File: src/rtl/swm_pkg.sv
// ----------------------------------------------------------------------------
// swm_pkg: shared types and constants of the sliding-window median filter
// Flag and control structures passed between the top level and the cells.
// ----------------------------------------------------------------------------
package swm_pkg;

  localparam int CFG_W     = 7;
  localparam int LEN_RESET = 3;

  // Status that each cell shows to its neighbours.
  typedef struct packed {
    logic above;   // empty, or holds a value greater than the incoming sample
    logic oldest;  // holds the sample that leaves the window on this word
  } cell_flags_t;

  // Control broadcast from the top level to every cell.
  typedef struct packed {
    logic upd;     // a word is accepted in this cycle
    logic full;    // the window was already full before this word
  } cell_ctl_t;

endpackage

File: src/rtl/swm_cell.sv
// ----------------------------------------------------------------------------
// swm_cell: one slot of the sorted window
// Holds one sample and its age, and on each accepted word takes its new
// contents from itself, a neighbour or the incoming sample.
// ----------------------------------------------------------------------------
module swm_cell #(
  parameter int SW  = 16,
  parameter int AW  = 6,
  parameter int LW  = 7,
  parameter int IDX = 0
) (
  input  logic                 clk,
  input  swm_pkg::cell_ctl_t   ctl,
  input  logic [LW-1:0]        fill,
  input  logic [AW-1:0]        len_m1,
  input  logic [SW-1:0]        sample,
  input  logic                 below_old,
  input  logic [SW-1:0]        lo_value,
  input  logic [AW-1:0]        lo_age,
  input  swm_pkg::cell_flags_t lo_flags,
  input  logic [SW-1:0]        up_value,
  input  logic [AW-1:0]        up_age,
  input  swm_pkg::cell_flags_t up_flags,
  output logic [SW-1:0]        value,
  output logic [AW-1:0]        age,
  output swm_pkg::cell_flags_t flags
);
  import swm_pkg::*;

  logic [SW-1:0] value_r, value_nxt;
  logic [AW-1:0] age_r, age_nxt;
  logic          occ;
  logic          shift_here;
  logic [SW-1:0] w_val, wm_val;
  logic [AW-1:0] w_age, wm_age;
  logic          w_above, wm_above;

  assign occ          = LW'(IDX) < fill;
  assign flags.above  = !occ || ($signed(value_r) > $signed(sample));
  assign flags.oldest = occ && ctl.full && (age_r == len_m1);

  // Once the oldest entry has been taken out, everything from its slot
  // upwards moves down by one place.
  assign shift_here = below_old || flags.oldest;
  assign w_val      = shift_here ? up_value       : value_r;
  assign w_age      = shift_here ? up_age         : age_r;
  assign w_above    = shift_here ? up_flags.above : flags.above;
  assign wm_val     = below_old  ? value_r        : lo_value;
  assign wm_age     = below_old  ? age_r          : lo_age;
  assign wm_above   = below_old  ? flags.above    : lo_flags.above;

  always_comb begin
    value_nxt = value_r;
    age_nxt   = age_r;
    if (ctl.upd) begin
      priority if (!w_above) begin
        value_nxt = w_val;
        age_nxt   = w_age + AW'(1);
      end else if (!wm_above) begin
        value_nxt = sample;
        age_nxt   = '0;
      end else begin
        value_nxt = wm_val;
        age_nxt   = wm_age + AW'(1);
      end
    end
  end

  always_ff @(posedge clk) begin
    value_r <= value_nxt;
    age_r   <= age_nxt;
  end

  assign value = value_r;
  assign age   = age_r;

endmodule

File: config.mk
export PLATFORM = sky130hd
export DESIGN_NAME = swm_cell
export DESIGN_NICKNAME = d
export VERILOG_FILES = /design/src/rtl/swm_pkg.sv /design/src/rtl/swm_cell.sv
export SDC_FILE = /design/constraint.sdc
export NUM_CORES = 1
export LEC_CHECK = 0
export BUFFER_PORTS_ARGS = -buffer_cell sky130_fd_sc_hd__buf_4
export CORE_MARGIN = 2
export CORE_UTILIZATION = 42
export DETAILED_ROUTE_END_ITERATION = 8
export GPL_TIMING_DRIVEN = 1
export PLACE_DENSITY = 0.76
export SYNTH_ARGS = -nofsm -noshare
export SYNTH_HDL_FRONTEND = slang
export SYNTH_SLANG_ARGS = --single-unit
File: constraint.sdc
create_clock -name clk -period 3.4 [get_ports clk]
set_input_delay 0.51 -clock clk [delete_from_list [all_inputs] [get_ports clk]]
set_output_delay 0.51 -clock clk [all_outputs]
set_load 0.005 [all_outputs]
# [Yosys cells after proc, flatten, opt, wreduce, memory -nomap -nowiden]
# Cells that the tools add are included.
# W data, S select, Z words.
[classes] add_sub_neg=2 multipliers=0 div_mod_pow=0 magnitude_cmp=2 eq_ne=2 shifts=0 n_mux=10 bitwise=0 reduce_logical=7
[ops] cell="$mux W16" count=4
[ops] cell="$mux W6" count=4
[ops] cell="$gt A16 B16 Y1" count=1
[ops] cell="$add A6 B1 Y6 const B" count=2
[ops] cell="$lt A1 B7 Y1 const A" count=1
[ops] cell="$eq A6 B6 Y1" count=1
[ops] cell="$ne A3 B3 Y1 const B" count=1
[ops] cell="$reduce_and A3 Y1" count=1
[ops] cell="$logic_and A1 B1 Y1" count=2
[ops] cell="$logic_or A1 B1 Y1" count=2
[ops] cell="$mux W1" count=2
[ops] cell="$reduce_bool A2 Y1" count=1
[ops] cell="$logic_not A1 Y1" count=1
[totals] regBits=22 latchBits=0 ramBits=0 romBits=0 input_bits=81 out_inout_bits=24 wordCells=25 memories=0

# [Depth between registers and ports, before layout]
[logic_depth] ltp_word=7 mapped_depth=12 ltp_nobuf=10

# [Least setup slack after synthesis]
# OpenSTA, ideal clock, no wires.
[synth_path] path_kind="input to register" from="input sample[15]" to="register value_r[0] (netlist: value[0]), enable pin" setup_ns=0.399 arrival_ns=2.921 t_required_ns=3.001 slack_ns=0.081 path_stages=8 path_buffers=0 path_cell_list="inv_1 -> ha_1 -> nand4_2 -> or4_4 -> o21ai_2 -> a31oi_4 -> or2_2 -> a31oi_1"
[synth_lines] element="start: declaration" line="swm_cell.sv:16" text="input logic [SW-1:0] sample,"
[synth_lines] element="end signal: assignment" line="swm_cell.sv:70" text="value_r <= value_nxt;"
[synth_lines] element="end: declaration" line="swm_cell.sv:30" text="logic [SW-1:0] value_r, value_nxt;"

==> flow_metrics.py <==
metrics = {
    "clock_network": {
        "cts_resized": 0,
        "cts_htree_levels": 1,
        "clock_path_buffers": 2,
        "postCtsHoldBufs": 0,
        "clk_latency_ns": 0.27,
        "cts_tree": "yes",
        "ctsRootBufferMaster": "clkbuf_8",
        "cts_buffers": 3,
        "cts.sinks": 22,
        "path_clk_slew_ns": 0.09,
        "cts_setup_buffers": 0,
    },
    "floorplan": {
        "die_area_um2": 5564,
        "die_y_um": 74.60,
        "boundaryPins": 105,
        "fp-row-count": 25,
        "die_w_um": 74.60,
        "start_util_pct": 44.03,
        "core_area_um2": 4755,
    },
    "timing": {
        "worstMarginPinSlew_ns": 0.3995,
        "whs_ns": 0.5088,
        "slew-limit-headroom_pct": 73.37,
        "finalSetupTns_ns": 0,
        "drv_slew": 0,
        "min_period_ns": 2.937,
        "setup_viol_count_final": 0,
        "hold_viol_final": 0,
        "fmax_ghz": 0.3405,
        "finalClockSkew_ns": 0.008674,
        "min_period_over_period_pct": 86.38,
        "rsz0062_at_grt": "false",
    },
    "hold_path": {
        "hold_class": "in2reg",
    },
    "critical_path": {
        "max_stage_delay_ns": 0.55,
        "crit_arrival_ns": 2.43,
        "worstSetupStartpointType": "flop",
        "critPathMaxFanout": 4,
        "setup.worst_path.class": "reg2out",
        "cp.required_ns": 2.89,
        "critPathSlowestCell": "or4_4",
        "path_cells": "ha_1 > nand4_2 > or4_4 > o21ai_2 > a31oi_4 > or2_2 > buf_4",
        "endpoint_kind": "output pin",
    },
    "logic_synthesis": {
        "ys_ff_latch": 22,
        "synthTopCellsByArea": "edfxtp_1 32%, ha_1 11%, mux2i_1 9.6%",
        "syn-cell-area_um2": 2093,
        "synth_fp_nets": 315,
        "netlist_instances": 216,
        "synth_top_area_cell": "edfxtp_1",
        "synth_top_area_share_pct": 31.56,
        "ys_warn_count": 0,
        "ys_seq_area_share_pct": 31.56,
        "synthDistinctLibCells": 37,
        "syn_area_per_cell_um2": 9.691,
    },
    "global_route": {
        "grt_pass1_vias": 1878,
        "grt_overflow_total": 0,
        "grt_start_max_net_pins": 23,
        "grt_usage_pct": 19.09,
        "grt_pass1_wl_mm": 8.259,
        "grt_antenna_before_repair": 0,
    },
    "cells_and_area": {
        "layout_common_cells": "107 x buf_4, 30 x nand2_1, 22 x edfxtp_1, 20 x inv_1, 20 x mux2i_1",
        "drive_above_1_share_pct": 43.40,
        "final_common_cell": "buf_4",
        "post-route-util_pct": 63.05,
        "antennaDiodeCount": 0,
        "fillers": 420,
        "syn_to_final_growth_pct": 43.22,
        "nets": 418,
    },
    "pwr": {
        "powerDensity_nw_per_um2": 373.3,
        "peakVddDrop_mv": 0.2314,
        "power.total_uw": 1119,
        "leakagePower_uw": 0.001391,
    },
    "status": {
        "status": "complete, no violations",
    },
    "routing": {
        "ant_nets": 0,
        "drt_pass1_iterations": 4,
        "drt-initial-drc-count": 94,
        "drc": 0,
        "viasPerCell": 4.917,
        "drt_wl_total_mm": 5.192,
        "vias": 1893,
        "routedWlPerCell_um": 13.49,
    },
    "placed_design": {
        "dp.final_hpwl_mm": 4.397,
        "gp_congestion": 0.7947,
        "port-buffer-count": 102,
    },
    "job": {
        "maxCapViolations": 0,
    },
}
cell families after synthesis:
kind of cell	Yosys count	share of synthesized area, %
buffers and inverters	30	7.411
multiplexers	24	11.72
flip-flops	22	31.56
adder cells (fa/ha/maj)	18	10.76
AND/OR/NAND/NOR	58	13.15
XOR/XNOR	18	7.531
AO/OA/AOI/OAI	46	17.87
per-stage QoR:
stage	setup slack (ns)	area, um^2	std cells
after floorplan	0.08051	2093	216
after global placement	0.4452	2927	381
after detailed placement	0.3909	2927	381
after CTS	0.4425	2998	385
after global routing	0.3453	2998	385
final	0.4630	2998	385
worst max-delay path: cells and delay by family (launching register included):
kind	cells	cell delay [ns]
buf+inv	1	0.15
flops	1	0.42
compound gates	2	0.17
simple gates	3	1.05
fa+ha+maj	1	0.38
cells in the mapped netlist:
cell      number
o21ai_2       15
a2111o_1       1
nand2_1       30
xor2_1         5
o31a_1         1
clkbuf_1       2
buf_4          2
nand3_1        9
nand4_1        4
o21ai_0        6
o211ai_1       4
or2_2          1
buf_12         1
a22oi_1        1
buf_6          2
nor4_1         1
a31oi_4        1
and3_1         2
or4_4          1
inv_1         20
o31ai_1        6
nor2b_1        1
buf_2          3
nor3_1         2
mux2i_1       20
xnor2_1       13
a31oi_1        1
ha_1          18
nand2b_1       1
mux2_2         4
nand4_2        1
a21o_1         1
edfxtp_1      22
o22ai_4        2
a21oi_1        7
and2_1         1
nor2_1         4
metal layers:
layer	global-route usage, %	up-vias	wire length [um]
li1	-	986	-
met1	24.20	852	2196
met2	34.81	51	2693
met3	2.575	4	255
met4	3.571	0	46
met5	0	-	0
state kept, by name, summed over array words and instances, names as in the netlist:
register  cells
age           6
value        16
where the power goes:
part	switching, uW	internal [uW]
combinational	223	255
sequential	36.5	358
clock	88.9	157
total	348	771
final timing paths:
| check | to | slack (ns) | start | cells after the start |
|---|---|---|---|---|
| setup / recovery | flags[1] | 0.46 | value[15] | 7 |
| setup reg to reg | value[1] | 0.60 | value[15] | 9 |
| hold / removal | value[8] | 0.51 | up_value[8] | 3 |
| hold reg to reg | age[0] | 0.86 | age[0] | 2 |
final cells by class:
cell class	count	area, um^2	share of cell area (%)
tap	67	83.83	2.796
multi-input combinational	164	1284	42.82
clock inverter	1	30.03	1.002
timing repair buffer	108	823.3	27.46
sequential	22	660.6	22.04
inverter	20	75.07	2.504
clock buffer	3	41.29	1.377
No activity file was read; power rests on OpenSTA's default activity.
