## src/rtl/swm_pkg.sv

```systemverilog
// ----------------------------------------------------------------------------
// swm_pkg: shared types and constants of the sliding-window median filter
// Flag and control structures passed between the top level and the cells.
// ----------------------------------------------------------------------------
package swm_pkg;

  localparam int CFG_W     = 7;
  localparam int LEN_RESET = 3;

  // Status that each cell shows to its neighbours.
  typedef struct packed {
    logic above;   // empty, or holds a value greater than the incoming sample
    logic oldest;  // holds the sample that leaves the window on this word
  } cell_flags_t;

  // Control broadcast from the top level to every cell.
  typedef struct packed {
    logic upd;     // a word is accepted in this cycle
    logic full;    // the window was already full before this word
  } cell_ctl_t;

endpackage

```

## src/rtl/swm_pick.sv

```systemverilog
// ----------------------------------------------------------------------------
// swm_pick: median selection and output register
// Picks the two middle cells through an AND-OR tree and registers their sum.
// ----------------------------------------------------------------------------
module swm_pick #(
  parameter int N  = 64,
  parameter int SW = 16,
  parameter int LW = 7
) (
  input  logic          clk,
  input  logic          rst_n,
  input  logic          load,
  input  logic          out_stall,
  input  logic [LW-1:0] len,
  input  logic [SW-1:0] vals [N],
  output logic          out_valid,
  output logic [SW:0]   median_x2
);
  import swm_pkg::*;

  localparam int P = 1 << $clog2(N);

  logic [LW-1:0] lo_idx, hi_idx;
  logic [SW-1:0] lo_t [2*P-1];
  logic [SW-1:0] hi_t [2*P-1];
  logic          out_valid_r, out_valid_nxt;
  logic [SW:0]   median_r, median_nxt;

  assign lo_idx = (len - LW'(1)) >> 1;
  assign hi_idx = len >> 1;

  for (genvar i = 0; i < P; i++) begin : g_leaf
    if (i < N) begin : g_used
      assign lo_t[P-1+i] = (LW'(i) == lo_idx) ? vals[i] : '0;
      assign hi_t[P-1+i] = (LW'(i) == hi_idx) ? vals[i] : '0;
    end else begin : g_pad
      assign lo_t[P-1+i] = '0;
      assign hi_t[P-1+i] = '0;
    end
  end

  for (genvar k = 0; k < P - 1; k++) begin : g_node
    assign lo_t[k] = lo_t[2*k+1] | lo_t[2*k+2];
    assign hi_t[k] = hi_t[2*k+1] | hi_t[2*k+2];
  end

  always_comb begin
    median_nxt    = median_r;
    out_valid_nxt = out_valid_r;
    priority if (load) begin
      median_nxt    = {lo_t[0][SW-1], lo_t[0]} + {hi_t[0][SW-1], hi_t[0]};
      out_valid_nxt = 1'b1;
    end else if (!out_stall) begin
      out_valid_nxt = 1'b0;
    end
  end

  always_ff @(posedge clk) begin
    if (!rst_n) begin
      out_valid_r <= 1'b0;
    end else begin
      out_valid_r <= out_valid_nxt;
    end
  end

  always_ff @(posedge clk) begin
    median_r <= median_nxt;
  end

  assign out_valid = out_valid_r;
  assign median_x2 = median_r;

endmodule

```

## config.mk

```make
export PLATFORM = sky130hd
export DESIGN_NAME = swm_pick
export DESIGN_NICKNAME = d
export VERILOG_FILES = /design/src/rtl/swm_pkg.sv /design/src/rtl/swm_pick.sv
export SDC_FILE = /design/constraint.sdc
export NUM_CORES = 1
export LEC_CHECK = 0
export ABC_AREA = 1
export BUFFER_PORTS_ARGS = -buffer_cell sky130_fd_sc_hd__buf_2
export CAP_MARGIN = 10
export CORE_AREA = 5 5 403 405
export DETAILED_ROUTE_END_ITERATION = 6
export DIE_AREA = 0 0 408 410
export PLACE_DENSITY_LB_ADDON = 0.15
export SETUP_SLACK_MARGIN = 0.15
export SLEW_MARGIN = 5
export SYNTH_ARGS = -nofsm -noshare
export SYNTH_HDL_FRONTEND = slang
export SYNTH_SLANG_ARGS = --single-unit
```

## constraint.sdc

```tcl
create_clock -name clk -period 3.4 [get_ports clk]
set_clock_uncertainty 0.1 [all_clocks]
set_input_delay 0 -clock clk [delete_from_list [all_inputs] [get_ports clk]]
set_output_delay 0 -clock clk [all_outputs]
set_load 0.05 [all_outputs]
```

After elaboration in Yosys (flattened, before gate mapping)
Index checks and enable logic that the tools add are counted.
{"block": "op_classes", "addsub": 2, "n_eq_ne": 127, "muxes": 130, "n_bitwise": 126, "n_reduce_logical": 2}
{"operator": "2-to-1 mux 16 bit", "count": 128}
{"operator": "bitwise OR 16 bit", "count": 126}
{"operator": "equality test 6 bit, first input constant", "count": 64}
{"operator": "equality test 5 x 6 -> 1 bit, first input constant", "count": 32}
{"operator": "equality test 4 x 6 -> 1 bit, first input constant", "count": 16}
{"operator": "equality test 3 x 6 -> 1 bit, first input constant", "count": 8}
{"operator": "equality test 2 x 6 -> 1 bit, first input constant", "count": 4}
{"operator": "adder 16 x 16 -> 17 bit", "count": 1}
{"operator": "zero test 7 bit", "count": 2}
{"operator": "equality test 1 x 6 -> 1 bit, first input constant", "count": 2}
{"operator": "subtractor 7 x 1 -> 7 bit, second input constant", "count": 1}
{"operator": "2-to-1 mux 1 bit", "count": 2}
{"operator": "inequality test 2 bit, second input constant", "count": 1}
{"block": "word_totals", "reg_bits": 18, "in_bits": 1035}

Logic depth before layout (Yosys ltp)
Gate-level depths: netlist (run 1).
{"block": "logic_depth", "depth_word": 10, "mapped_depth": 31, "depth_no_buf": 29}

Least setup slack after synthesis (run 1)
OpenSTA, ideal clock, no wires.
{"block": "synth_timing", "path_kind": "input -> register", "startpoint": "input port len[0]", "endpoint": "register median_r[14], in the netlist median_x2[14] (data pin)", "setup_ns": 0.259, "arrival_time_ns": 3.225, "required_time_ns": 3.041, "setup_slack_ns": -0.184, "stages": 29, "path_cell_list": "inv_1 -> ha_1 -> nand3_1 -> nand2_1 -> nand2_2 -> nand2_4 -> inv_2 -> buf_2 -> buf_2 -> nand3_1 -> nand2_1 -> inv_2 -> nand2_1 -> nor2_1 -> nand2_1 -> nor2_1 -> nand2_1 -> ha_1 -> fa_1 -> nand3_1 -> nand2_1 -> nand3_1 -> nand2_1 -> nand3_1 -> nand2_1 -> nand2_1 -> nand2_1 -> a21oi_1 -> xnor2_1"}
{"block": "synth_between", "elab_chain_cells": 10, "word_cells_on_any_way": 193, "classes_between": "add/sub: 2; eq/ne: 63; mux: 64; bitwise: 63; reduce/logical: 1"}
{"element": "start, declared", "line_no": "swm_pick.sv:14", "rtl": "input logic [LW-1:0] len,"}
{"element": "subtractor 7 x 1 -> 7 bit (*)", "line_no": "swm_pick.sv:29", "rtl": "assign lo_idx = (len - LW'(1)) >> 1;"}
{"element": "equality test 1 x 6 -> 1 bit, or another cell as far along", "line_no": "swm_pick.sv:34", "rtl": "assign lo_t[P-1+i] = (LW'(i) == lo_idx) ? vals[i] : '0;"}
{"element": "2-to-1 mux 16 bit", "line_no": "swm_pick.sv:34"}
{"element": "bitwise OR 16 bit (5 in a row)", "line_no": "swm_pick.sv:43", "rtl": "assign lo_t[k] = lo_t[2*k+1] | lo_t[2*k+2];"}
{"element": "bitwise OR 16 bit (*)", "line_no": "swm_pick.sv:43"}
{"element": "adder 16 x 16 -> 17 bit (*)", "line_no": "swm_pick.sv:51", "rtl": "median_nxt = {lo_t[0][SW-1], lo_t[0]} + {hi_t[0][SW-1], hi_t[0]};"}
{"element": "end signal, assigned", "line_no": "swm_pick.sv:67", "rtl": "median_r <= median_nxt;"}
{"element": "end, declared", "line_no": "swm_pick.sv:27", "rtl": "logic [SW:0] median_r, median_nxt;"}
Every way passes the cells marked *; elsewhere a longest branch is shown, timed or not.
A chain may end at the register's enable or synchronous reset.

Final worst setup path (run 1)
{"block": "layout_timing", "startpoint": "input port len[3]", "endpoint": "register median_r[16], in the netlist median_x2[16] (data pin)"}
{"block": "layout_between", "elab_chain_cells": 10, "word_cells_on_any_way": 384, "classes_between": "add/sub: 2; eq/ne: 126; mux: 128; bitwise: 126; reduce/logical: 2"}
{"element": "subtractor 7 x 1 -> 7 bit", "line_no": "swm_pick.sv:29"}
{"element": "equality test 1 x 6 -> 1 bit, or another cell as far along", "line_no": "swm_pick.sv:34"}
{"element": "2-to-1 mux 16 bit", "line_no": "swm_pick.sv:34"}
{"element": "bitwise OR 16 bit (6 in a row)", "line_no": "swm_pick.sv:43"}
{"element": "adder 16 x 16 -> 17 bit (*)", "line_no": "swm_pick.sv:51"}
Marks and branches as above.

==> metrics.txt, run 1 <==
TritonCTS Buffers 3; clk buf depth 2; adder-cell area share of the yosys netlist 0.01193; drt pass-1 iters 6; fin crit period 3.767 ns; Hold WC Path Type in -> reg; max_cap viols 0; post-route insts no fill 7928; initial DRC count 4499; failing checks negative setup slack; GRT Residual Overflow 0; NumNets Final 6848; synthesized area per cell 4.769 µm²; number of cell rows 146; Core ar. 158000 µm²; main combinational cell family by area after synthesis simple AND/OR/NAND/NOR gates; complex-gate fraction of the synthesized area 0.09383; die height 410 µm; Post-Synth XOR/XNOR Area 0.006798; Worst Setup Slack, final -0.3666 ns; syn_nets between 5000 and 6000; pwr dens 180.3 nW/µm²; simple-gate portion of the synthesized area 0.7189; routed len/inst between 30 and 40 µm; Seq cells post-synth 18; RSZ-0062 raised after global routing true; Max H-tree Level 1; starting density of the core 0.1235; Finish-stage setup viols 14; clock latency on the worst-skew pair about 0.27 ns; initial antenna violation count 157; number of top-level pins 1053; Setup crit end kind flop; dpl hpwl 251.0 mm; Area contributors post-synth nand3_1, nand2_1, nand4_1; Max IR drop VDD 0.2264 mV; Avg Vias per Cell 4.969; Startpoint Class primary input; DRC Markers 0; Max Fclk 0.2655 GHz; share of cells above drive strength 1 0.3982; actual slew at the worst max-slew pin 0.8885 ns; Clock Pin Slew Worst Setup and Hold Paths 0.08 ns; Root Driver clkbuf_16; Global Route Usage Sum 0.3167; vias in the first global route 38024; post-synthesis cell area 19510 µm²; kind of critical path in -> reg; Routed Antenna Nets 0; Sink Count 18; final slew viol count 0; total power approximately 6.6 mW; worst path arrival time between 3 and 4 ns; Cells after DPL 7770; status finished with violations; worst path required time 3.32 ns; via count a little under 40000; CTS tree built; setup TNS -3.175 ns; sequential fraction of the synthesis area 0.02719; total wire length 282.6 mm; first-pass GRT wire length about 360 mm; mux share of post-synthesis cell area 0; Filler cells 18537; dominant cell type by area after synthesis nand3_1; IO Port Bufs 1052; GPL Wtd Cong a little over 1; Layout area overhead 86.28%; Die X 408 µm; sequential cell area between 500 and 600 µm²; Max transition margin 0.4055; Multi-input gate area 17240 µm²; maximum number of pins on one net before global-route repair 59; Crit Path Max Fanout 8; Syn Inst Count 4091; DIE AREA 167300 µm²; Yosys Warn Count 0; Final Hold Viols 0; Yosys top cell area share 0.3468; Distinct cells, synth 39; Pleak 18.82 nW; Tcrit/Tclk final 1.108
[worst paths after layout]
| path | endpoint | slack (ns) | cells after the start | startpoint |
|---|---|---|---|---|
| worst min-delay path | median_x2[2] | 0.22 | 1 | load |
| worst max register to register | out_valid | 2.15 | 3 | out_valid |
| worst min register to register | out_valid | 0.96 | 3 | out_valid |
| worst max-delay path | median_x2[16] | -0.37 | 25 | len[3] |
[sequential cells by signal, indices dropped and copies added, names as in the netlist]
signal / count
out_valid: 1
median_x2: 17
[final cells by class]
class | instances | share of cell area
Tap cell | 2072 | 0.07134
Timing Repair inverter | 1 | 0.0003099
Inverter | 380 | 0.04056
Timing Repair Buffer | 2000 | 0.3923
Antenna cell | 62 | 0.004269
Multi-Input combinational cell | 3391 | 0.4745
Clock inverter | 1 | 0.0001033
Sequential cell | 18 | 0.01460
Clock buffer | 3 | 0.002066
[metrics by stage]
step           instance area, µm²  setup slack, ns  hold slack [ns]  utilization
2_1_floorplan               19560           0.1525          0.01222            -
3_3_place_gp                33990           -1.137           0.1225       0.2151
3_5_place_dp                33990           -1.136           0.1314       0.2151
4_1_cts                     35750          -0.3295           0.2267       0.2262
5_1_grt                     36270          -0.4834           0.2365       0.2296
6_report                    36340          -0.3666           0.2203       0.2300
[critical path: stages]
cell and delay, ns:
buf_8 0.11, buf_12 0.13, nor2_4 0.19, buf_4 0.15, nand2_1 0.08, buf_4 0.19
buf_4 0.14, nor2_2 0.38, buf_4 0.27, nand2_1 0.06, nand4_1 0.18, buf_4 0.17
nor3_2 0.05, buf_4 0.13, nand3_1 0.13, nor2_1 0.07, buf_4 0.15, nand2_1 0.08
ha_1 0.26, nand2_1 0.10, nor2_1 0.06, a211oi_2 0.25, nand2_4 0.13, a21oi_2 0.13
o21ai_1 0.08
[power by group]
group / switching (mW) / leakage [nW] / internal (mW) / total [mW]
Combinational: 3.50 / 18.6 / 2.21 / 5.71
Clock: 0.124 / 0.0389 / 0.158 / 0.283
Sequential: 0.147 / 0.174 / 0.413 / 0.560
[routing by layer]
layer	GRT usage	up-vias	part of all wire
met1	0.3665	19128	0.38
met5	0	-	0.0022
met3	0.06464	504	0.071
li1	-	17375	-
met2	0.5526	2288	0.48
met4	0.1617	96	0.065
[timing repair]
item	in CTS	in global routing
pin swaps	81	44
hold buffers	2	0
gates cloned	6	2
setup endpoints to repair	17	16
buffers inserted	63	20
hold endpoints to repair	1	0
resized for setup	226	68
[kinds of logic after synthesis]
family                     count (synthesis)
and+or+nand+nor                         3093
buffers and inverters                    683
AOI/OAI and AO/OA                        266
adders and majority gates                 18
DFF                                       18
xor gates and xnor gates                  13
[cell usage after synthesis (all sizes together)]
master / count
clkinv: 29
nor4: 1
dfxtp: 1
a21oi: 103
nor3: 37
edfxtp: 17
xor2: 8
a22oi: 57
buf: 161
xnor2: 5
nand4: 183
ha: 17
nand2: 1214
a2111oi: 1
inv: 351
o211ai: 2
and3: 3
a21boi: 1
a31o: 1
clkbuf: 142
o21bai: 1
a32oi: 4
a211oi: 8
o21ai: 7
nand3: 1352
fa: 1
nor2: 303
a221oi: 28
a22o: 53
[cells in the final DEF (no fill, tap or decap), drive strengths merged, types with 28 or more instances in the layout]
| cell | instances |
|---|---|
| nand3 | 1352 |
| nand4 | 183 |
| nor2 | 304 |
| a22o | 53 |
| clkinv | 31 |
| nor3 | 37 |
| a221oi | 28 |
| nand2 | 1214 |
| inv | 349 |
| buf | 1996 |
| diode | 62 |
| a21oi | 103 |
| a22oi | 57 |
Note: power is estimated with default switching activity, not from simulation.
==> inputs of run 2 (changes only) <==
CELL_PAD_IN_SITES_DETAIL_PLACEMENT = 1   (was not set)
CELL_PAD_IN_SITES_GLOBAL_PLACEMENT = 1   (was not set)
CORE_AREA = 5 5 411 413   (was 5 5 403 405)
DIE_AREA = 0 0 416 418   (was 0 0 408 410)
PLACE_DENSITY_LB_ADDON = 0.08   (was 0.15)
clock period = 3.7 ns   (was 3.4 ns; I/O delays follow)
==> metrics.txt, run 2 (synthesized netlist as in run 1, its figures left out) <==
Crit Path Max Fanout 12 (+4); DRC Markers 0 (unchanged); failing checks negative setup slack; initial DRC count 2971 (-34%); Avg Vias per Cell 4.755 (-4.3%); total power 6.021 mW (-8.1%); Max Fclk 0.2659 GHz; drt pass-1 iters 5 (-1); routed len/inst 35.20 µm (-1.2%); total wire length 282.7 mm (about the same); dpl ws -0.9128 ns (+0.2235 ns); fin crit period 3.760 ns; GPL Wtd Cong 0.9374 (-7.6%); share of cells above drive strength 1 0.3869 (-0.01124); NumNets Final 6807 (-0.60%); Worst Setup Slack, final -0.06017 ns (+0.3064 ns); GRT Residual Overflow 0 (unchanged); Cell Int Power 2.585 mW (-7.1%); clock latency on the worst-skew pair 0.26 ns (about the same); Pleak 18.56 nW (-1.4%); Max transition margin 0.4928 (+0.08730); Tcrit/Tclk final 1.016; Global Route Usage Sum 0.3068 (-0.009859); Max IR drop VDD 0.1333 mV (-41%); Filler cells 21184 (+14%); TritonCTS Buffers 3 (unchanged); final slew viol count 0 (unchanged); kind of critical path in -> reg; Max H-tree Level 1 (unchanged); Core ar. 164400 µm² (+4.1%); max reg flops 17 (unchanged); Hold WC Path Type in -> reg; maximum number of pins on one net before global-route repair 67 (+14%); DP Area 34130 µm² (+0.39%); clk buf depth 2 (unchanged); final std cell area, no fill 36180 µm² (-0.45%); initial antenna violation count 172 (+9.6%); Sw Pwr 3.436 mW (-8.8%); Final Hold Viols 0 (unchanged); Setup crit end kind flop; sequential share of power 0.087 (about the same); Clock power frac 0.041 (-0.002); vias in the first global route 39703 (+4.4%); Routed Antenna Nets 0 (unchanged); CTS tree built; most common cell after layout, fill and taps aside nand3_1; pwr dens 166.4 nW/µm² (-7.7%); CP max stage cell ha_4; number of top-level pins 1053 (unchanged); Comb power frac 0.873 (+0.002); post-route insts no fill 8031 (+1.3%); die height 418 µm (+2.0%); Die X 416 µm (+2.0%); starting density of the core 0.1186 (-0.004818); status finished with violations; Root Driver clkbuf_16; worst path arrival time 3.67 ns (-0.02 ns); first-pass GRT wire length 362.6 mm (+1.6%); worst path required time 3.61 ns (+0.29 ns); number of cell rows 149 (+2.1%); Cells after DPL 7860 (+1.2%); Sink Count 18 (unchanged); IO Port Bufs 1052 (unchanged); Finish-stage setup viols 9 (-5); Startpoint Class primary input; dpl hpwl 252.3 mm (+0.52%); Clock Pin Slew Worst Setup and Hold Paths 0.07 ns (about the same); Sw Ratio 0.5707 (-0.004693); Layout Utilization 0.2200 (-0.009963); via count 38185 (-3.1%); Crit path largest cell delay 0.28 ns (-0.10 ns); actual slew at the worst max-slew pin 0.7550 ns (-0.1335 ns); most frequent cells in the layout nand3_1, nand2_1, buf_2; Layout area overhead 85.44%; DIE AREA 173900 µm² (+4.0%); RSZ-0062 raised after global routing true; max_cap viols 0 (unchanged)
[run 2: cell count changes in the layout (fill, tap and decap cells not counted), sizes merged]
cell      delta
inv          +2
clkinvlp     -2
bufbuf       +2
diode       +27
clkinv       -1
buf         -42
[run 2: worst paths after layout]
path | from | to | slack [ns] | cells after the start
max | len[6] | median_x2[9] | -0.06 | 29
min | load | median_x2[0] | 0.15 | 1
min reg2reg | out_valid | out_valid | 0.98 | 3
max reg2reg | out_valid | out_valid | 2.44 | 3
[run 2: power groups by stage]
| stage | clock network, mW | registers (mW) | logic [mW] |
|---|---|---|---|
| after floorplan | 0 | 0.739 | 1.25 |
| after global placement | 0 | 0.533 | 4.69 |
| after detailed placement | 0 | 0.531 | 4.67 |
| after CTS | 0.252 | 0.527 | 5.09 |
| after global routing | 0.259 | 0.520 | 5.47 |
| final | 0.246 | 0.522 | 5.25 |
[run 2: cell type report]
type	count	area, µm²	share of cell area
Multi-Input combinational cell	3391	17110	0.4730
Timing Repair Buffer	1960	14050	0.3883
Tap cell	2189	2739	0.07571
Inverter	380	1448	0.04002
Sequential cell	18	530.5	0.01466
Antenna cell	89	222.7	0.006156
Clock buffer	3	75.07	0.002075
Clock inverter	1	3.754	0.0001038
[run 2: routing by layer]
layer  vias to the layer above  GRT usage  wire [µm]
met5                         -          0        351
met4                        62     0.1193      13990
met3                       442    0.03481      11810
met2                      1508     0.5700     143200
met1                     18850     0.3585     113300
li1                      17323          -          -
[run 2: worst max-delay path, delay by kind of cell]
family / cells / cell delay [ns]
AND/OR/NAND/NOR: 15 / 1.59
adder cells (fa/ha/maj): 1 / 0.28
AO/OA/AOI/OAI: 1 / 0.19
XOR/XNOR: 1 / 0.14
buffers and inverters: 11 / 1.45
[run 2: through the flow]
stage	TNS, ns	hold slack, ns
2_1_floorplan	0	0.01222
3_3_place_gp	-10.02	0.1206
3_5_place_dp	-9.813	0.1306
4_1_cts	0	0.1490
5_1_grt	-1.695	0.1578
6_report	-0.3456	0.1511
[run 2: repair_timing]
item,CTS,global route
cloned,3,2
pin swaps,87,61
setup buffers,56,15
hold buffers,2,0
endpoints found under the setup margin,16,13
gates resized for setup,168,49
endpoints found under the hold margin,1,0
